## src/rtl/detection_row_decoder_top_macros.svh

```systemverilog
// Assertion macros for the detection row decoder, clocked on clk, disabled in reset.
`ifndef DETECTION_ROW_DECODER_TOP_MACROS_SVH
`define DETECTION_ROW_DECODER_TOP_MACROS_SVH

// Condition must hold at every clock edge outside reset.
`define DRD_ASSERT(lbl, cond, msg) \
    lbl: assert property (@(posedge clk) disable iff (!rst_n) (cond)) else $error(msg);

// When pre holds, post must hold in the next cycle.
`define DRD_ASSERT_NEXT(lbl, pre, post, msg) \
    lbl: assert property (@(posedge clk) disable iff (!rst_n) (pre) |=> (post)) else $error(msg);

`endif

```

## src/rtl/drd_fifo.sv

```systemverilog
// Small register queue used between front and back and in front of the result ports.
module drd_fifo #(
    parameter int unsigned WIDTH = 8,
    parameter int unsigned DEPTH = 2
) (
    input  logic                         clk,
    input  logic                         rst_n,
    input  logic                         push,
    input  logic [WIDTH-1:0]             din,
    output logic                         full,
    input  logic                         pop,
    output logic [WIDTH-1:0]             dout,
    output logic                         empty,
    output logic [$clog2(DEPTH+1)-1:0]   level
);
    localparam int unsigned AW = (DEPTH > 1) ? $clog2(DEPTH) : 1;
    localparam int unsigned LW = $clog2(DEPTH + 1);

    logic [WIDTH-1:0] mem_reg [DEPTH];
    logic [AW-1:0]    wr_ptr_reg, wr_ptr_next;
    logic [AW-1:0]    rd_ptr_reg, rd_ptr_next;
    logic [LW-1:0]    level_reg, level_next;
    logic             do_push, do_pop;

    assign full    = (level_reg == LW'(DEPTH));
    assign empty   = (level_reg == '0);
    assign level   = level_reg;
    assign dout    = mem_reg[rd_ptr_reg];
    assign do_push = push && !full;
    assign do_pop  = pop && !empty;

    always_comb
    begin
        wr_ptr_next = wr_ptr_reg;
        rd_ptr_next = rd_ptr_reg;
        level_next  = level_reg;
        if (do_push)
        begin
            wr_ptr_next = (wr_ptr_reg == AW'(DEPTH - 1)) ? '0 : wr_ptr_reg + 1'b1;
        end
        if (do_pop)
        begin
            rd_ptr_next = (rd_ptr_reg == AW'(DEPTH - 1)) ? '0 : rd_ptr_reg + 1'b1;
        end
        if (do_push && !do_pop)
        begin
            level_next = level_reg + 1'b1;
        end
        else if (do_pop && !do_push)
        begin
            level_next = level_reg - 1'b1;
        end
    end

    always_ff @(posedge clk or negedge rst_n)
    begin
        if (!rst_n)
        begin
            wr_ptr_reg <= '0;
            rd_ptr_reg <= '0;
            level_reg  <= '0;
        end
        else
        begin
            wr_ptr_reg <= wr_ptr_next;
            rd_ptr_reg <= rd_ptr_next;
            level_reg  <= level_next;
        end
    end

    always_ff @(posedge clk)
    begin
        if (do_push)
        begin
            mem_reg[wr_ptr_reg] <= din;
        end
    end

endmodule

```

## config.mk

```make
export PLATFORM = sky130hd
export DESIGN_NAME = drd_fifo
export DESIGN_NICKNAME = d
export VERILOG_FILES = /design/src/rtl/detection_row_decoder_top_macros.svh /design/src/rtl/drd_fifo.sv
export SDC_FILE = /design/constraint.sdc
export NUM_CORES = 1
export LEC_CHECK = 0
export BUFFER_PORTS_ARGS = -buffer_cell sky130_fd_sc_hd__buf_2
export CORE_MARGIN = 5
export CORE_UTILIZATION = 43
export CTS_CLUSTER_DIAMETER = 80
export DETAILED_ROUTE_END_ITERATION = 7
export GPL_TIMING_DRIVEN = 0
export PLACE_DENSITY = 0.71
export SYNTH_ARGS = -nofsm -noshare
export SYNTH_HDL_FRONTEND = slang
export SYNTH_SLANG_ARGS = --single-unit
```

## constraint.sdc

```tcl
create_clock -name clk -period 1.6 [get_ports clk]
set_clock_uncertainty 0.2 [all_clocks]
set_input_delay 0.16 -clock clk [delete_from_list [all_inputs] [get_ports clk]]
set_output_delay 0.16 -clock clk [all_outputs]
set_load 0.05 [all_outputs]
```

Word level (Yosys, flattened, before mapping)

Memories as Yosys holds them, arrays and structs flattened.
Index checks and enable logic that the tools add are counted.

Bits in registers: 4
Latch bits: 0
Bits in writable memories: 16
ROM bits: 0
Input port bits: 12
Output and inout port bits: 12
Logic and storage cells: 25
Memories kept: 1

$add $sub $neg: 4
Multipliers: 0
Div/mod/pow operators: 0
$lt $le $gt $ge: 0
Equality and inequality tests: 1
Shift operators: 0
Multiplexer cells: 6
Bitwise operators: 0
Reductions and logical operators: 10

Memory list:

| name    | words | bits a word | rd ports | clocked after memory_dff | wr ports | line           | text |
|---|---|---|---|---|---|---|---|
| mem_reg | 2     | 8           | 1        | 0                        | 1        | drd_fifo.sv:19 | `logic [WIDTH-1:0] mem_reg [DEPTH];` |

Operator list:

| kind                | number |
|---|---|
| $logic_and 1x1->1   | 4 |
| $logic_not 1->1     | 4 |
| $mux 1              | 4 |
| $mux 2              | 2 |
| $add 1x1->1 const B | 2 |
| $add 2x1->2 const B | 1 |
| $eq 2x2->1 const B  | 1 |
| $logic_not 2->1     | 1 |
| $reduce_bool 2->1   | 1 |
| $sub 2x1->2 const B | 1 |

Depth between registers and ports, before layout

Gate-level depths: netlist (run 1).

Depth after elaboration: 7
Gate-level depth with buffers: 7
Gate-level depth less buffers: 7

Least setup slack after synthesis (run 1)

No wires, ideal clock.

Kind: flip-flop to flip-flop
Start point: reg level_reg[0], in the netlist level[0]
End point: mem mem_reg[0][0], enable pin
Library setup time: 0.370 ns
Arrival: 1.384 ns
Slack: -0.354 ns
Cell stages (with the launch flop): 4
Buffers on the path: 0
Period minus slack after synthesis: 1.954 ns
Cell sequence: dfrtp_1 > nand2b_1 > nand2_2 > nor2_1

Cells in the longest elaborated chain, start to end: 5

Ends and longest elaborated chain:

| what                         | line           | text |
|---|---|---|
| from (decl)                  | drd_fifo.sv:22 | `logic [LW-1:0] level_reg, level_next;` |
| from (signal assigned)       | drd_fifo.sv:67 | `level_reg <= level_next;` |
| $eq 2x2->1                   | drd_fifo.sv:25 | `assign full = (level_reg == LW'(DEPTH));` |
| $logic_not 1->1              | drd_fifo.sv:29 | `assign do_push = push && !full;` |
| $logic_and 1x1->1            | drd_fifo.sv:29 |  |
| $mux 1                       | drd_fifo.sv:73 | `if (do_push)` |
| $mux 1 (implied by the code) | drd_fifo.sv:75 | `mem_reg[wr_ptr_reg] <= din;` |
| to (decl)                    | drd_fifo.sv:19 |  |

Every way passes these cells.

Worst setup path in the final report (run 1)

Start point: reg rd_ptr_reg
End point: out dout[2]

Cells in the longest elaborated chain, start to end: 1

Ends and longest elaborated chain:

| what                   | line           | text |
|---|---|---|
| from (decl)            | drd_fifo.sv:21 | `logic [AW-1:0] rd_ptr_reg, rd_ptr_next;` |
| from (signal assigned) | drd_fifo.sv:66 | `rd_ptr_reg <= rd_ptr_next;` |
| $mem_v2 2x8            | --             |  |
| to (decl)              | drd_fifo.sv:12 | `output logic [WIDTH-1:0] dout,` |

Every way passes these cells.

==> results of run 1 <==
-- final timing paths --
path	start	slack, ns	endpoint
min	level[1]	0.37	level[1]
max	rd_ptr_reg	-0.07	dout[2]
min in group asynchronous	rst_n	0.55	level[0]
max reg2reg	level[0]	-0.01	level[1]
min reg2reg	level[1]	0.37	level[1]
max in group asynchronous	rst_n	0.46	level[1]
-- per-layer routing --
metal  vias up  GRT usage
met4         0    0.07660
li1        246          -
met2        17     0.1983
met3         2    0.02564
met5         -          0
met1       244     0.1093
-- synthesized netlist by cell type --
cell,count,area [um2]
and3_1,1,6.260
buf_2,1,5.000
dfrtp_1,4,100.1
edfxtp_1,16,480.5
ha_1,1,12.51
inv_1,2,7.510
mux2_1,6,67.56
mux2_2,2,22.52
nand2_2,1,6.260
nand2b_1,1,6.260
nor2_1,3,11.26
o21ai_1,1,5.000
xnor2_1,2,17.52
xnor2_2,1,16.27
xor2_1,2,17.52
-- power by group --
part	switching [mW]	internal, mW	leakage [nW]	total (mW)
Clock	0.133	0.0970	0.0150	0.230
Sequential	0.110	0.733	0.193	0.843
Combinational	0.860	0.678	0.332	1.54
Total	1.10	1.51	0.540	2.61
-- area by class of cell --
cell class,instances,area (um2),area share
plain buffers,1,11.26,0.008929
clock buffers,4,26.28,0.02083
inverters,2,7.507,0.005952
multi-input cells,21,259.0,0.2054
flip-flops and latches,20,583.1,0.4623
well taps,25,31.28,0.02480
repair buffers,40,342.8,0.2718
-- repair_timing --
| item | CTS | global route |
|---|---|---|
| setup buffers | 2 | 2 |
| setup endpoints to repair | 10 | 18 |
| gates resized for setup | 19 | 19 |
| endpoints found under the hold margin | 22 | 0 |
| pin swaps | 1 | 3 |
| gates cloned | 0 | 1 |
| hold buffers | 12 | 0 |
-- stage by stage --
stage	setup TNS [ns]	utilization	area [um2]	std cells	hold WS (ns)
2_1_floorplan	-0.2344	-	817.0	44	-0.3356
6_report	-0.4888	0.7304	1261	113	0.3688
3_5_place_dp	0	0.5580	963.4	92	-0.2247
4_1_cts	-0.5245	0.6862	1185	110	0.3401
5_1_grt	-1.143	0.7304	1261	113	0.3612
3_3_place_gp	0	0.5580	963.4	92	-0.2309
-- logic make-up (layout without fill, tap and decap cells) --
group	count (synthesis)	after routing
flip-flops	20	20
multiplexers	8	8
AND/OR/NAND/NOR	6	6
XOR/XNOR	5	5
buffers and inverters	3	47
adder cells (fa/ha/maj)	1	1
AO/OA/AOI/OAI	1	1
-- worst reg2reg max path, stage by stage (launching register included) --
cell and delay [ns]:
dfrtp_2 0.46, nand2b_4 0.17, nand2_4 0.09, inv_2 0.05, ha_4 0.14, xor2_1 0.13
nor2_1 0.14, xor2_1 0.15
==> impl_results.md, run 1 <==
* Crit path time final at 1.666 ns
* Clock root buffer: clkbuf_4
* Synth cell types at 15
* CP bufs+invs at 2
* Starting density of the core at 0.4529
* Synthesis Warnings at 0
* Number of diodes at 0
* Fmax achieved at 600.1 MHz
* Hold Crit Depth at 1
* DRT Pass-1 Iters at 2
* Xor/xnor share of the synthesized area at 0.06560
* Worst path depth at 3
* Synth Area in Compound Gates at 0.006400
* CP top delay family: flip-flops
* Main combinational cell family by area after synthesis: multiplexers
* Fin. Hold Viols at 0
* Routed length per instance at 12.86 um
* Mux share of post-synthesis cell area at 0.1152
* Slowest cell on crit path: dfrtp_1
* Max reg flops at 16
* Num ports at 24
* Pin count of the biggest net entering global routing at 12
* Worst Max-Slew Pin Slew at 0.2626 ns
* Data arrival time of the critical path at 1.31 ns
* Core area at 0.001727 mm2
* Port Buffer Count at 23
* Post-route setup slack at -0.06637 ns
* Vias in the first global route at 518
* Worst Path Max Fanout at 5
* WL met1 at 575 um
* Clock sinks at 20
* Final wirelength at between 1000 and 1500 um
* Die area at approximately 0.0028 mm2
* # rows at 15
* TritonCTS clock tree: built
* DRT antenna net count at 0
* Unrepaired setup endpoints after global routing: yes
* Global route total overflow at 0
* Rel. slew slack at 0.8245
* #FFs+latches synth at 20
* Startpoint Class: flop
* Syn_nets at 57
* Status: complete, but fails checks
* CTS max path bufs at 2
* Most frequent cells in the layout: edfxtp_1, buf_2, dlygate4sd3_1, buf_6, mux2_4
* Avg Cell Area, Syn at 17.77 um2
* Synthesized area at 782.0 um2
* Maxcap violations at 0
* Req. time, crit path at 1.24 ns
* Post-Synth Adder-Cell Area at 0.01600
* Failing checks: negative setup slack
* Initial DRC Count at 2
* Fill cells at 125
* Power Total at roughly 2.6 mW
* Most common cell after layout, fill and taps aside: edfxtp_1
* Residual DRC count at 0
* Crit path largest cell delay at 0.41 ns
* Skew-Pair Late Insertion Delay at 0.29 ns
* Hold WC Path Type: flop to flop
* # setup viols final at 9
* Via count at 509
* Peak supply drop at between 1 and 1.5 mV
* CP Class: flop to output port
* Initial antenna violation count at 0
* Die W at 52.65 um
* WL met3 at 81 um
* Die H at 52.65 um
* Cell count after synthesis at 44
* DR WL met2 at 773 um
* Routability cong. at 0.6766
* Leak Pwr at 0.5403 nW
* Endpoint class of the critical path: output port
* Power density cells at about 2100 mW/mm2
* First-pass GRT wire length at 2104 um
* Final Max Slew Viols at 0
* Uppermost layer routed: met4
* Seq/Total Area, Yosys at 0.7424
* Share of post-route cells with drive strength above 1 at 0.5795
* DR vias/cell at 4.504
* CTS Buf Count at 3
* Area Overhead vs Synth at 61.28%
* Place WS at 0.004809 ns
* Post-Synth Simple-Gate Area at 0.03840
* Detailed placement HPWL at between 900 and 1000 um
* CP cell instances: buf_6, mux2_4, buf_8
* Cells on worst reg2reg path at 7
* H-tree level count at 1
* Fin crit share at 1.041
* Total track usage at 0.1102
* Worst-path clk slew at 0.10 ns
* NumNets Final at around 100
Power figures use the tool's default switching activity.
==> run 2: changes to the inputs <==
Settings changed: PLACE_DENSITY 0.71 to 0.81.
==> run 2 against run 1 <==
The flow still finishes with violations (negative setup slack). Worst hold slack improved by 0.0030 ns. First-iteration DRC count increased to 5.0 times the previous value. Sequential power about the same. Sequential share of layout area is 0.59 points lower. Final area is 1.3% higher. Total power grew 6.7%. Critical path depth is the same. Fmax fell by 2.5%. Core utilization grew 0.94 points. Sequential cell count did not move. Non-clock buffer count shrank 1. Global-route usage up 2.8 points. Critical endpoint is now dout[7]. Largest power group unchanged.
==> impl_results.md, run 2 (synthesis gave the netlist of run 1 again) <==
* Status: complete, but fails checks
* Failing checks: negative setup slack
* # setup viols final at 8 (-1)
* Final wirelength at 1741 um (+20%)
* Met1 Use GR at 0.1350 (+0.02575)
* Cells on worst reg2reg path at 7 (unchanged)
* Initial antenna violation count at 0 (unchanged)
* # rows at 15 (unchanged)
* Crit path time final at 1.709 ns (+0.04216 ns)
* Startpoint Class: flop
* DRT antenna net count at 0 (unchanged)
* Met2 GRT Util at 0.2624 (+0.06405)
* Pin count of the biggest net entering global routing at 13 (+1)
* Power density cells at 2182 mW/mm2 (+5.4%)
* First-pass GRT wire length at 2518 um (+20%)
* CP bufs+invs at 2 (unchanged)
* Routed length per instance at 15.54 um (+21%)
* CP Class: flop to output port
* Req. time, crit path at 1.24 ns (about the same)
* Final Util at 0.7399 (+0.009420)
* Final Max Slew Viols at 0 (unchanged)
* DR vias/cell at 4.723 (+4.9%)
* Starting density of the core at 0.4529 (unchanged)
* Worst-path clk slew at 0.11 ns (about the same)
* Die W at 52.65 um (unchanged)
* CP cell instances: buf_6, mux2_4, buf_8
* Post-route cell area at 0.001277 mm2 (+1.3%)
* Global route total overflow at 0 (unchanged)
* Slowest cell on crit path: dfrtp_1
* Share of post-route cells with drive strength above 1 at 0.5747 (-0.004833)
* Grt peak-use layer: met2
* CTS max path bufs at 2 (unchanged)
* Met3 Use GR at 0.02849 (+0.002849)
* Hold WC Path Type: flop to flop
* Unrepaired setup endpoints after global routing: yes
* Routability cong. at 0.6664 (-1.5%)
* Crit path largest cell delay at 0.43 ns (+0.02 ns)
* Via count at 529 (+3.9%)
* Max reg flops at 16 (unchanged)
* DRT Pass-1 Iters at 4 (+2)
* TritonCTS clock tree: built
* Initial DRC Count at 10 (+8)
* Data arrival time of the critical path at 1.35 ns (+0.04 ns)
* Fin crit share at 1.068 (+0.02635)
* Detailed placement HPWL at 987.5 um (+7.5%)
* Clock root buffer: clkbuf_4
* Power Total at 2.787 mW (+6.7%)
* Maxcap violations at 0 (unchanged)
* Residual DRC count at 0 (unchanged)
* Total track usage at 0.1380 (+0.02778)
* Endpoint class of the critical path: output port
* Core area at 0.001727 mm2 (unchanged)
* CP top delay family: flip-flops
* Worst path depth at 3 (unchanged)
* Worst Max-Slew Pin Slew at 0.2693 ns (+0.006638 ns)
* Die area at 0.002772 mm2 (unchanged)
* Hold Crit Depth at 1 (unchanged)
* Skew-Pair Late Insertion Delay at 0.30 ns (about the same)
* CTS Buf Count at 3 (unchanged)
* Dpl cell area at 963.4 um2 (unchanged)
* H-tree level count at 1 (unchanged)
* Leak Pwr at 0.5476 nW (+1.4%)
* Setup TNS at -0.7649 ns (-0.2761 ns)
* Fin Hold WS at 0.3718 ns (+0.002999 ns)
* Rel. slew slack at 0.8201 (-0.004435)
* Die H at 52.65 um (unchanged)
* Peak supply drop at 1.640 mV (+40%)
* Most frequent cells in the layout: edfxtp_1, buf_2, dlygate4sd3_1, mux2_4, buf_6
* Worst Path Max Fanout at 5 (unchanged)
* Post-route setup slack at -0.1085 ns (-0.04216 ns)
* Clock sinks at 20 (unchanged)
* Area Overhead vs Synth at 63.36%
* Vias in the first global route at 530 (+2.3%)
* Port Buffer Count at 23 (unchanged)
* NumNets Final at 101 (-0.98%)
* Num ports at 24 (unchanged)
* Fmax achieved at 585.3 MHz (-2.5%)
* Number of diodes at 0 (unchanged)
* Fin. Hold Viols at 0 (unchanged)
* Most common cell after layout, fill and taps aside: edfxtp_1
## run 2: worst register-to-register path, stage by stage (launching register included)
cell and delay, ns:
dfrtp_2 0.45, nand2b_4 0.17, nand2_4 0.09, inv_2 0.05, ha_4 0.14, xor2_1 0.13
nor2_1 0.12, xor2_1 0.16
## run 2: area by class of cell
cell class / instances / area, um2
repair buffers: 39 / 335.3
flip-flops and latches: 20 / 583.1
inverters: 2 / 7.507
fillers: 123 / 449.2
multi-input cells: 21 / 256.5
clock buffers: 3 / 22.52
clock inverters: 1 / 30.03
plain buffers: 1 / 11.26
well taps: 25 / 31.28
## run 2: report_power, final
group / internal, mW / switching, mW / leakage [nW] / total [mW]
clock: 0.253 / 0.156 / 0.0279 / 0.409
sequential: 0.734 / 0.111 / 0.193 / 0.845
combinational: 0.656 / 0.877 / 0.326 / 1.53
total: 1.64 / 1.14 / 0.548 / 2.79
## run 2: routing by layer
layer	routed length (um)	vias to the layer above	share of wire
met1	579	253	0.33
li1	-	245	-
met3	123	6	0.071
met4	53	0	0.030
met2	985	25	0.57
met5	0	-	0
## run 2: final timing paths
path | startpoint | end | slack [ns]
max in group asynchronous | rst_n | level[1] | 0.44
setup reg to reg | level[0] | level[1] | 0.03
hold / removal | level[1] | level[1] | 0.37
min in group asynchronous | rst_n | level[0] | 0.56
hold reg to reg | level[1] | level[1] | 0.37
setup / recovery | rd_ptr_reg | dout[7] | -0.11
## run 2: stage by stage
| step | std cells | setup WS (ns) |
|---|---|---|
| floorplan | 44 | -0.07149 |
| detailed placement | 92 | 0.005443 |
| CTS | 110 | -0.08172 |
| global route | 112 | -0.1645 |
| global placement | 92 | 0.03605 |
| finish | 112 | -0.1085 |
## run 2: what timing repair did
action,in CTS,in global routing
pin swaps,0,2
gates cloned,0,1
hold endpoints to repair,22,0
setup endpoints to repair,13,19
hold buffers,12,0
setup buffers,2,1
gates resized for setup,20,15
