==> src/rtl/detection_row_decoder_top_macros.svh <==
// Assertion macros for the detection row decoder, clocked on clk, disabled in reset.
`ifndef DETECTION_ROW_DECODER_TOP_MACROS_SVH
`define DETECTION_ROW_DECODER_TOP_MACROS_SVH

// Condition must hold at every clock edge outside reset.
`define DRD_ASSERT(lbl, cond, msg) \
    lbl: assert property (@(posedge clk) disable iff (!rst_n) (cond)) else $error(msg);

// When pre holds, post must hold in the next cycle.
`define DRD_ASSERT_NEXT(lbl, pre, post, msg) \
    lbl: assert property (@(posedge clk) disable iff (!rst_n) (pre) |=> (post)) else $error(msg);

`endif

==> src/rtl/drd_pkg.sv <==
// Shared types, register codes and constants of the detection row decoder.
package drd_pkg;

    localparam int unsigned MAX_CLASSES_DEF = 1024;
    localparam int unsigned HEAD_DEPTH      = 7;
    localparam logic [10:0] IDX_MAX         = 11'd2047;
    localparam int unsigned MID_DEPTH       = 2;
    localparam int unsigned OUT_DEPTH       = 4;
    localparam int unsigned OUT_LVL_W       = $clog2(OUT_DEPTH + 1);

    localparam logic [2:0] MODE_RCNN      = 3'd0;
    localparam logic [2:0] MODE_SSD       = 3'd1;
    localparam logic [2:0] MODE_YOLO_NORM = 3'd2;
    localparam logic [2:0] MODE_YOLO_PIX  = 3'd3;
    localparam logic [2:0] MODE_YOLO10    = 3'd4;
    localparam logic [2:0] MODE_YOLO10_PP = 3'd5;

    localparam logic [2:0] REG_MODE       = 3'd0;
    localparam logic [2:0] REG_CONF_THR   = 3'd1;
    localparam logic [2:0] REG_BOX_THR    = 3'd2;
    localparam logic [2:0] REG_CLASS_OFF  = 3'd3;
    localparam logic [2:0] REG_MAX_BOXES  = 3'd4;
    localparam logic [2:0] REG_BLOB_W     = 3'd5;
    localparam logic [2:0] REG_BLOB_H     = 3'd6;

    typedef struct packed {
        logic [2:0]         mode;
        logic [16:0]        conf_thr;
        logic [16:0]        box_thr;
        logic signed [7:0]  class_off;
        logic [9:0]         max_boxes;
        logic [12:0]        blob_w;
        logic [12:0]        blob_h;
    } cfg_t;

    // One accepted row, already judged to emit, waiting for geometry.
    typedef struct packed {
        logic [2:0]         mode;
        logic signed [31:0] a0;
        logic signed [31:0] a1;
        logic signed [31:0] a2;
        logic signed [31:0] a3;
        logic signed [31:0] cls;
        logic signed [31:0] conf;
    } row_rec_t;

    typedef struct packed {
        logic signed [15:0] left;
        logic signed [15:0] top;
        logic signed [15:0] width;
        logic signed [15:0] height;
        logic signed [11:0] class_id;
        logic signed [31:0] confidence;
    } box_t;

endpackage

==> src/rtl/drd_front.sv <==
// Front end: row parsing, running first maximum, thresholds and frame box limit.
module drd_front #(
    parameter int unsigned MAX_CLASSES = drd_pkg::MAX_CLASSES_DEF
) (
    input  logic                clk,
    input  logic                rst_n,
    input  drd_pkg::cfg_t       cfg,
    input  logic                accept,
    input  logic signed [31:0]  value,
    input  logic                row_end,
    input  logic                frame_start,
    output logic                rec_push,
    output drd_pkg::row_rec_t   rec
);
    localparam int unsigned CLS_W = (MAX_CLASSES > 1) ? $clog2(MAX_CLASSES) : 1;

    logic [10:0]        field_index_reg, field_index_next;
    logic signed [31:0] head_reg [drd_pkg::HEAD_DEPTH];
    logic signed [31:0] best_score_reg, best_score_next;
    logic [CLS_W-1:0]   best_class_reg, best_class_next;
    logic [9:0]         box_count_reg, box_count_next;

    logic [10:0]        idx, start, c;
    logic [9:0]         bc;
    logic signed [31:0] hv [drd_pkg::HEAD_DEPTH];
    logic               is_y23, is_y, in_cls, upd, pass, emit;
    logic signed [31:0] nb;
    logic [CLS_W-1:0]   nc;
    logic signed [32:0] thr_c, thr_b;

    always_comb
    begin
        idx    = frame_start ? '0 : field_index_reg;
        bc     = frame_start ? '0 : box_count_reg;
        for (int i = 0; i < drd_pkg::HEAD_DEPTH; i++)
        begin
            hv[i] = (idx == 11'(i)) ? value : head_reg[i];
        end
        is_y23 = (cfg.mode == drd_pkg::MODE_YOLO_NORM) || (cfg.mode == drd_pkg::MODE_YOLO_PIX);
        is_y   = is_y23 || (cfg.mode == drd_pkg::MODE_YOLO10);
        start  = is_y23 ? 11'd5 : 11'd4;
        in_cls = is_y && (idx >= start);
        c      = idx - start;
        upd    = in_cls && (32'(c) < MAX_CLASSES) && ((c == '0) || (value > best_score_reg));
        nb     = upd ? value : best_score_reg;
        nc     = upd ? CLS_W'(c) : best_class_reg;
        thr_c  = $signed({16'd0, cfg.conf_thr});
        thr_b  = $signed({16'd0, cfg.box_thr});

        pass = 1'b0;
        rec  = '0;
        rec.mode = cfg.mode;
        case (cfg.mode)
            drd_pkg::MODE_RCNN, drd_pkg::MODE_SSD:
            begin
                pass     = 33'(hv[2]) > thr_c;
                rec.a0   = hv[3];
                rec.a1   = hv[4];
                rec.a2   = hv[5];
                rec.a3   = hv[6];
                rec.cls  = hv[1];
                rec.conf = hv[2];
            end
            drd_pkg::MODE_YOLO10_PP:
            begin
                pass     = 33'(hv[4]) > thr_c;
                rec.a0   = hv[0];
                rec.a1   = hv[1];
                rec.a2   = hv[2];
                rec.a3   = hv[3];
                rec.cls  = hv[5];
                rec.conf = hv[4];
            end
            drd_pkg::MODE_YOLO_NORM, drd_pkg::MODE_YOLO_PIX, drd_pkg::MODE_YOLO10:
            begin
                pass     = in_cls && (33'(nb) >= thr_c) && (!is_y23 || (33'(hv[4]) >= thr_b));
                rec.a0   = hv[0];
                rec.a1   = hv[1];
                rec.a2   = hv[2];
                rec.a3   = hv[3];
                rec.cls  = $signed(32'(nc));
                rec.conf = nb;
            end
            default:
            begin
                pass = 1'b0;
            end
        endcase

        emit     = row_end && pass && (bc < cfg.max_boxes);
        rec_push = accept && emit;

        if (row_end)
        begin
            field_index_next = '0;
            best_score_next  = '0;
            best_class_next  = '0;
        end
        else
        begin
            field_index_next = (idx < drd_pkg::IDX_MAX) ? idx + 1'b1 : idx;
            best_score_next  = nb;
            best_class_next  = nc;
        end
        box_count_next = bc + 10'(emit);
    end

    always_ff @(posedge clk or negedge rst_n)
    begin
        if (!rst_n)
        begin
            field_index_reg <= '0;
            best_score_reg  <= '0;
            best_class_reg  <= '0;
            box_count_reg   <= '0;
        end
        else if (accept)
        begin
            field_index_reg <= field_index_next;
            best_score_reg  <= best_score_next;
            best_class_reg  <= best_class_next;
            box_count_reg   <= box_count_next;
        end
    end

    always_ff @(posedge clk)
    begin
        if (accept && (idx < 11'(drd_pkg::HEAD_DEPTH)))
        begin
            head_reg[idx[2:0]] <= value;
        end
    end

endmodule

==> config.mk <==
export PLATFORM = sky130hd
export DESIGN_NAME = drd_front
export DESIGN_NICKNAME = d
export VERILOG_FILES = /design/src/rtl/detection_row_decoder_top_macros.svh /design/src/rtl/drd_pkg.sv /design/src/rtl/drd_front.sv
export SDC_FILE = /design/constraint.sdc
export NUM_CORES = 1
export LEC_CHECK = 0
export ABC_AREA = 1
export CAP_MARGIN = 10
export CELL_PAD_IN_SITES_DETAIL_PLACEMENT = 0
export CELL_PAD_IN_SITES_GLOBAL_PLACEMENT = 2
export CORE_MARGIN = 10
export CORE_UTILIZATION = 40
export CTS_BUF_LIST = sky130_fd_sc_hd__clkbuf_8
export CTS_CLUSTER_DIAMETER = 50
export CTS_CLUSTER_SIZE = 20
export DETAILED_ROUTE_END_ITERATION = 8
export DONT_BUFFER_PORTS = 1
export PLACE_DENSITY = 0.82
export SYNTH_ARGS = -nofsm -noshare
export SYNTH_HDL_FRONTEND = slang
export SYNTH_SLANG_ARGS = --single-unit
==> constraint.sdc <==
create_clock -name clk -period 6.7 [get_ports clk]
set_input_delay 0.67 -clock clk [delete_from_list [all_inputs] [get_ports clk]]
set_output_delay 0.67 -clock clk [all_outputs]
set_load 0.03 [all_outputs]
Word-level counts from Yosys, hierarchy flattened
Memories as Yosys holds them, arrays and structs flattened.
Cells that the tools add are included.
{"block": "classes", "n_mux": 20, "n_reduce_logical": 19, "addsub": 3, "eq_ne": 11, "order_cmp": 10}
{"op": "$pmux 192 s3", "n": 1}
{"op": "$mux 32", "n": 9}
{"op": "$ge 32x18->1", "n": 2}
{"op": "$gt 32x18->1", "n": 2}
{"op": "$eq 11x3->1 const B", "n": 3}
{"op": "$mux 11", "n": 3}
{"op": "$gt 32x32->1", "n": 1}
{"op": "$mux 10", "n": 3}
{"op": "$eq 11x2->1 const B", "n": 2}
{"op": "$logic_not 11->1", "n": 2}
{"op": "$lt 11x11->1 const B", "n": 2}
{"op": "$add 11x1->11 const B", "n": 1}
{"op": "$eq 11x1->1 const B", "n": 1}
{"op": "$ge 11x3->1", "n": 1}
{"op": "$lt 11x3->1 const B", "n": 1}
{"op": "$sub 11x3->11", "n": 1}
{"op": "$add 10x1->10", "n": 1}
{"op": "$lt 10x10->1", "n": 1}
{"op": "$logic_and 1x1->1", "n": 9}
{"op": "$eq 3x2->1 const B", "n": 2}
{"op": "$eq 3x3->1 const B", "n": 2}
{"op": "$logic_or 1x1->1", "n": 4}
{"op": "$eq 3x1->1 const B", "n": 1}
{"op": "$logic_not 3->1", "n": 1}
{"op": "5 further kinds", "n": 7}
{"block": "word_totals", "ff_bits": 63, "out_inout_bits": 196, "ram_bits": 224, "n_memories": 1, "inputBits": 118, "elab_cells": 68}
{"name": "head_reg", "words": 7, "word_bits": 32, "rd": 7, "rd_clocked_by_memory_dff": 0, "wr": 1, "line": "drd_front.sv:18", "text": "logic signed [31:0] head_reg [drd_pkg::HEAD_DEPTH];"}

Logic depth before layout (Yosys ltp)
Gate-level depths: netlist of the first run.
{"block": "depth", "word_depth": 15, "ltp_mapped": 47, "mapped_depth_nobuf": 45}

Worst setup path after synthesis of the first run
No wires, ideal clock.
{"block": "synth_timing", "kind": "input to register", "startpoint": "in frame_start", "endpoint": "reg box_count_reg[8]", "cell_stages": 39, "required_ns": 6.562, "setup_ns": 0.138, "path_buffers": 3, "arrival_ns": 5.137, "slack_ns": 1.425, "path_cell_list": "buf_2 > nor2_1 > inv_1 > ha_1 > ha_1 > o211ai_1 > xor2_1 > nand2_1 > nor3_1 > nand2_1 > nand2_2 > nand2_2 > buf_6 > buf_2 > o21ai_1 > ha_1 > a21oi_1 > o21ai_0 > [3 not listed] > o31ai_1 > nand2_1 > nand2_1 > nor2_1 > nand2_1 > nor2_1 > nand2_1 > nand2_1 > nand2_1 > nand2_1 > inv_1 > ha_1 > ha_1 > nand3_1 > inv_1 > nand4_1 > nor4_1 > xor2_1"}
{"block": "synth_via", "elab_chain_cells": 13, "elab_cells_between_ends": 27, "classes_between": "2 x add/sub; 7 x order compare; 2 x eq/ne; 6 x mux; 10 x reduce/logical"}
{"element": "from (decl)", "line": "drd_front.sv:11", "text": "input logic frame_start,"}
{"element": "$mux 11", "line": "drd_front.sv:33", "text": "idx = frame_start ? '0 : field_index_reg;"}
{"element": "$sub 11x3->11 / $ge 11x3->1 (equally long branches)", "line": "drd_front.sv:43, drd_front.sv:42"}
{"element": "$lt 11x11->1 (tied with other cells)", "line": "drd_front.sv:44", "text": "upd = in_cls && (32'(c) < MAX_CLASSES) && ((c == '0) || (value > best_score_reg));"}
{"element": "$logic_and 1x1->1 / $logic_or 1x1->1 (equally long branches)", "line": "drd_front.sv:44"}
{"element": "$logic_and 1x1->1", "line": "drd_front.sv:44"}
{"element": "$mux 32", "line": "drd_front.sv:45", "text": "nb = upd ? value : best_score_reg;"}
{"element": "$ge 32x18->1", "line": "drd_front.sv:76", "text": "pass = in_cls && (33'(nb) >= thr_c) && (!is_y23 || (33'(hv[4]) >= thr_b));"}
{"element": "$logic_and 1x1->1 (2 in series)", "line": "drd_front.sv:76"}
{"element": "$pmux 1 s3", "line": "drd_front.sv:53", "text": "case (cfg.mode)"}
{"element": "$logic_and 1x1->1 (2 in series)", "line": "drd_front.sv:90", "text": "emit = row_end && pass && (bc < cfg.max_boxes);"}
{"element": "$add 10x1->10 (*)", "line": "drd_front.sv:105", "text": "box_count_next = bc + 10'(emit);"}
{"element": "to (signal assigned)", "line": "drd_front.sv:122", "text": "box_count_reg <= box_count_next;"}
{"element": "to (decl)", "line": "drd_front.sv:21", "text": "logic [9:0] box_count_reg, box_count_next;"}
Every way passes the cells marked *; elsewhere a longest branch is shown, timed or not.
A chain may end at the register's enable or synchronous reset.

Final worst setup path of the first run
{"block": "layout_timing", "startpoint": "reg field_index_reg[0]", "endpoint": "out rec_push"}
{"block": "layout_via", "elab_chain_cells": 13, "elab_cells_between_ends": 25, "classes_between": "1 x add/sub; 6 x order compare; 2 x eq/ne; 5 x mux; 11 x reduce/logical"}
{"element": "from (decl)", "line": "drd_front.sv:17", "text": "logic [10:0] field_index_reg, field_index_next;"}
{"element": "from (signal assigned)", "line": "drd_front.sv:119", "text": "field_index_reg <= field_index_next;"}
{"element": "$mux 11 (*)", "line": "drd_front.sv:33"}
{"element": "$sub 11x3->11 / $ge 11x3->1 (equally long branches)", "line": "drd_front.sv:43, drd_front.sv:42"}
{"element": "$lt 11x11->1 (tied with other cells)", "line": "drd_front.sv:44"}
{"element": "$logic_and 1x1->1 / $logic_or 1x1->1 (equally long branches)", "line": "drd_front.sv:44"}
{"element": "$logic_and 1x1->1", "line": "drd_front.sv:44"}
{"element": "$mux 32", "line": "drd_front.sv:45"}
{"element": "$ge 32x18->1", "line": "drd_front.sv:76"}
{"element": "$logic_and 1x1->1 (2 in series)", "line": "drd_front.sv:76"}
{"element": "$pmux 1 s3 (*)", "line": "drd_front.sv:53"}
{"element": "$logic_and 1x1->1 (*) (2 in series)", "line": "drd_front.sv:90"}
{"element": "$logic_and 1x1->1 (*)", "line": "drd_front.sv:91", "text": "rec_push = accept && emit;"}
{"element": "to (decl)", "line": "drd_front.sv:12", "text": "output logic rec_push,"}
Marked as above.

==> results of run 1 <==
cells by family (layout without fill, tap and decap cells):
logic type | after synthesis | count (layout) | share of synthesized area
xor+xnor | 13 | 13 | 0.006427
flops | 287 | 287 | 0.4686
mux | 34 | 34 | 0.01921
buf+inv | 386 | 389 | 0.08404
simple gates | 625 | 625 | 0.1451
compound gates | 602 | 602 | 0.1933
fa+ha+maj | 118 | 118 | 0.08333
synth_stat cells, types with 3 or more instances:
library cell	instances	area (um^2)
a21oi_1	185	925.9
nand2_1	323	1212
o22ai_1	122	763.2
o2111ai_1	3	26.28
ha_1	118	1476
o221ai_1	37	324.1
o21a_1	6	45.04
mux2i_1	34	340.3
dfrtp_1	63	1577
edfxtp_1	224	6726
o21ai_1	25	125.1
buf_1	8	30.03
buf_4	3	22.52
nor2_1	189	709.4
nand3_1	60	300.3
nor4_1	7	43.79
nand2_2	10	62.56
nor2_2	3	18.77
o21bai_1	4	30.03
xor2_1	12	105.1
clkbuf_1	89	334.1
nor3_1	8	40.04
inv_1	265	994.7
inv_2	8	30.03
o211ai_1	9	67.56
buf_2	11	55.05
nand4_1	17	106.4
o21ai_0	195	975.9
how the worst min path moves through the flow:
| stage | start | to | slack (ps) | cells past startpoint |
|---|---|---|---|---|
| after CTS | value[6] | head_reg[0][6] | 90 | 0 |
| after global routing | value[31] | head_reg[3][31] | 100 | 0 |
| after detailed placement | rst_n | box_count_reg[9] | 380 | 0 |
| after global placement | rst_n | box_count_reg[9] | 380 | 0 |
| final | value[31] | head_reg[2][31] | 130 | 0 |
| after floorplan | rst_n | best_class_reg[0] | 370 | 0 |
cells in the final DEF (no fill, tap or decap), types with 46 or more instances in the layout:
cell / instances
ha_1: 118
o21ai_0: 193
o22ai_1: 122
a21oi_1: 184
clkbuf_8: 46
inv_1: 271
nor2_1: 186
nand3_1: 59
dfrtp_1: 63
edfxtp_1: 224
nand2_1: 322
what timing repair did:
item,CTS,global route
hold buffers,2,0
endpoints found under the hold margin,63,0
endpoints found under the setup margin,0,1
resized for setup,0,6
final cells by class:
class                   instances  area (um^2)
inverters                     273         1030
clock buffers                  46        633.1
well taps                     592        740.7
fillers                      4431        24660
repair buffers                 39        327.8
flip-flops and latches        287         8303
multi-input cells            1392         8011
clock inverters                31        324.1
layer usage:
metal	track usage	routed length [um]	vias to the layer above
li1	-	-	7165
met1	0.2904	27240	7408
met2	0.4109	32650	524
met3	0.06598	5296	86
met4	0.07441	1563	0
met5	0	0	-
stage by stage:
step	instances	worst slack (ps)	cell area (um^2)
2_1_floorplan	2065	1425	17720
3_3_place_gp	2581	555.6	18360
3_5_place_dp	2581	538.1	18360
4_1_cts	2660	318.4	19350
5_1_grt	2660	-5.627	19370
6_report	2660	545.2	19370
power by group:
part           internal (uW)  switching (uW)
sequential              1960            8.25
combinational            133             522
clock                    858             797
total                   2950            1330
==> impl_metrics.toml, run 1 <==
[status]
status = "completed"

[timing]
period_share = 0.9186
fin_setup_tns_ps = 0
holdWs_ps = 129.1
setup_viol = 0
max_freq_mhz = 162.5
tightest_slew_ps = 1335
hold_viol = 0
fin_skew_ps = 56.04
period_needed_ps = 6155
slew_violations = 0
relSlewSlack = 0.1090

[layout]
largest_register_ffs = 224
layout.nets = 2271
utilization = 0.4399
drive_gt1_frac = 0.07447
area_growth_pct = 9.329
antenna_cells = 0

[floorplanning]
dieArea_um2 = 53110
ios = 314
die_h_um = 230.5
core_area_um2 = 44030
start_util = 0.4024
die_w_um = 230.5
rows = 77

[min_path]
hold_class = "input pin to register"

[setup_path]
critical_path.max_fanout = 19
end_kind = "output port"
worstPathArrival_ps = 5480
worstPathRequired_ps = 6030
r2r-end = "box_count_reg[9]"
startpoint_type = "register"
crit_path_end = "rec_push"
crit_buf_inv = 4
reg2regPathDepth = 37
critPathTopFamily = "simple AND/OR/NAND/NOR gates"
cpMaxStageDelayCell = "o41ai_1"
crit_path_max_incr_delay_ps = 470
rrSetupSlack_ps = 880
r2r-start = "field_index_reg[0]"
cp_num_cells = 31
startpoint = "field_index_reg[0]"
cp_common_cell = "nand2_1"
crit_type = "register to output port"

[placement]
post-dp-hpwl_mm = 47.40
io_buffers = 0
place_congestion = 0.9155

[clocking]
clk_path_buf_depth = 3
insertion_delay_ps = 630
cts-root-buf = "clkbuf_8"
htree_levels = 2
postCtsSetupRepairBufs = 0
cts_tree = "built"
numCtsBuffers = 42
clock_sinks = 287
clk_pin_slew_ps = 90

[pwr]
p_leak_uw = 0.007993
power_uw = 4275
peakVddDrop_uv = 152.0
power_density_nw_per_um2 = 220.7

[route]
via_per_inst = 5.708
drtPass1Iterations = 5
route.detailed.drc = 0
drt-wirelength-per-cell_um = 25.10
drt_iter0_markers = 1445
routed_wirelength_mm = 66.75
vias = 15180
final_antenna_net_count = 0

[synth]
yosysUniqueCellTypes = 48
seq_area_frac_synth = 0.4686
syn-num-nets = 2301
yosysWarnings = 0
ys_async_sr_fraction = 0.2195
ys_seq_elements = 287
synthFlopType = "edfxtp_1"
synth_edf_count = 224
synth_cells = 2065
syn-cell-area_um2 = 17720
avgSynthCellArea_um2 = 8.580

[global_routing]
track_usage = 0.2407
grt_overflow_total = 0
grt_max_degree = 99
grt_pass1_wl_mm = 96.97
antenna_found_initial = 0
grt_pass1_vias = 14550

[run]
cap_viol_max_count = 0
No activity file was read; power rests on OpenSTA's default activity.
==> run 2, diff against run 1 <==
Settings changed: CORE_UTILIZATION 40 to 43, PLACE_DENSITY 0.82 to 0.87.
Clock period 6.7 ns to 7.4 ns, I/O delays scaled along.
==> run 2 against run 1 <==
Routed wire length fell by 1.9%; register-to-register slack improved by 320 ps; first-iteration DRC count fell by 5.7%; largest power group unchanged; clock skew fell by 18 ps; largest cell class unchanged; combinational power fell by 10%; core utilization rose by 3.3 points; highest routed layer unchanged; critical path depth rose by 1; clock power fell by 3%; worst setup slack improved by 200 ps.
==> impl_metrics.toml, run 2 (synthesized netlist as in run 1, its figures left out) <==
[layout]
antenna_cells = 0
area_growth_pct = 8.892
instances_no_fill = 2595
design_area_um2 = 19290
final_cell_mix = "322 x nand2_1, 267 x inv_1, 224 x edfxtp_1, 195 x o21ai_0, 186 x nor2_1"
layout.nets = 2265
largest_register_ffs = 224
drive_gt1_frac = 0.07271
final_common_cell = "nand2_1"

[timing]
setup_viol = 0
grt_setup_unrepaired = "no"
fin_skew_ps = 37.98
slew_violations = 0
fin_setup_tns_ps = 0
tightest_slew_ps = 1138
period_share = 0.8995
relSlewSlack = 0.2336
max_freq_mhz = 150.2
period_needed_ps = 6656
timing.final.ws_setup_ps = 743.9
hold_viol = 0

[min_path]
min_from = "value[31]"
min_path_cells = 0
hold_class = "input pin to register"
worstHoldEndpoint = "head_reg[4][31]"

[route]
final_antenna_net_count = 0
vias = 15210
drt-wirelength-per-cell_um = 25.24
drt_iter0_markers = 1363
drtPass1Iterations = 7
routed_wirelength_mm = 65.49
via_per_inst = 5.862
route.detailed.drc = 0

[clocking]
clock_sinks = 287
cts-root-buf = "clkbuf_8"
clk_path_buf_depth = 3
postCtsSetupRepairBufs = 0
ctsResizeCount = 0
insertion_delay_ps = 640
clk_pin_slew_ps = 90
cts_tree = "built"
htree_levels = 2
postCtsHoldBufs = 2
numCtsBuffers = 42

[placement]
postPlaceCellArea_um2 = 18220
post-dp-hpwl_mm = 46.11
io_buffers = 0
dpl.cell_count = 2515
place_congestion = 0.8861
post-place-ws_ps = 940.7

[floorplanning]
die_h_um = 223.0
start_util = 0.4339
die_w_um = 223.0
rows = 74
ios = 314
core_area_um2 = 40830
dieArea_um2 = 49720

[setup_path]
rrSetupSlack_ps = 1200
crit_type = "register to output port"
cpMaxStageDelayCell = "dfrtp_1"
r2r-end = "box_count_reg[8]"
r2r-start = "field_index_reg[0]"
end_kind = "output port"
cp_common_cell = "nand2_1"
worstPathRequired_ps = 6660
critical_path.max_fanout = 19
reg2regPathDepth = 37
crit_path_max_incr_delay_ps = 400
startpoint = "field_index_reg[0]"
startpoint_type = "register"
worstPathArrival_ps = 5920

[pwr]
power_uw = 3971
p_leak_uw = 0.007958
power_density_nw_per_um2 = 205.8
peakVddDrop_uv = 160.4

[run]
cap_viol_max_count = 0

[status]
status = "completed"

[global_routing]
track_usage = 0.2544
grt_overflow_total = 0
grt_max_degree = 100
antenna_found_initial = 1
grt_pass1_vias = 14500
grt_pass1_wl_mm = 97.08
-- run 2: cell count changes in the layout (fill, tap and decap cells not counted), sizes merged --
| cell | before | now |
|---|---|---|
| buf | 38 | 32 |
| bufinv | 5 | 8 |
| clkbuf | 46 | 42 |
| clkinv | 7 | 9 |
| clkinvlp | 4 | 6 |
| inv | 288 | 286 |
-- run 2: worst max path at each step --
| stage | slack, ps | end | depth (start not counted) |
|---|---|---|---|
| 2_1_floorplan | 2010 | rec_push | 31 |
| 6_report | 740 | rec_push | 32 |
| 5_1_grt | 140 | rec_push | 32 |
| 3_3_place_gp | 970 | box_count_reg[9] | 36 |
| 3_5_place_dp | 940 | box_count_reg[8] | 36 |
| 4_1_cts | 660 | rec_push | 32 |
-- run 2: stage by stage --
step                hold WS [ps]    util
finish                     195.7  0.4725
floorplan                  444.4       -
global route               160.0  0.4725
detailed placement         447.8  0.4463
CTS                        147.1  0.4725
global placement           448.1  0.4463
-- run 2: critical path, delay by kind of cell (launching register included) --
kind                     cells  cell delay [ps]
buffers and inverters        4              560
XOR/XNOR                     1              240
AND/OR/NAND/NOR             16             2020
AO/OA/AOI/OAI                8             1320
flip-flops                   1              400
adder cells (fa/ha/maj)      3              750
-- run 2: layer usage --
metal | global-route usage | wire length, um
met4 | 0.08522 | 1966
met3 | 0.05413 | 4741
met2 | 0.4224 | 31580
met1 | 0.3220 | 27200
met5 | 0 | 0
-- run 2: power by group --
group | switching, uW | total (uW) | internal (uW)
Sequential | 7.27 | 1780 | 1770
Combinational | 470 | 588 | 119
Clock | 752 | 1610 | 853
-- run 2: layout make-up --
class	count	area, um^2
Sequential cell	287	8303
Clock buffer	42	578.1
Clock inverter	36	454.2
Multi-Input combinational cell	1392	7991
Timing Repair Buffer	33	270.3
Fill cell	3985	21540
Tap cell	532	665.6
Inverter	273	1030
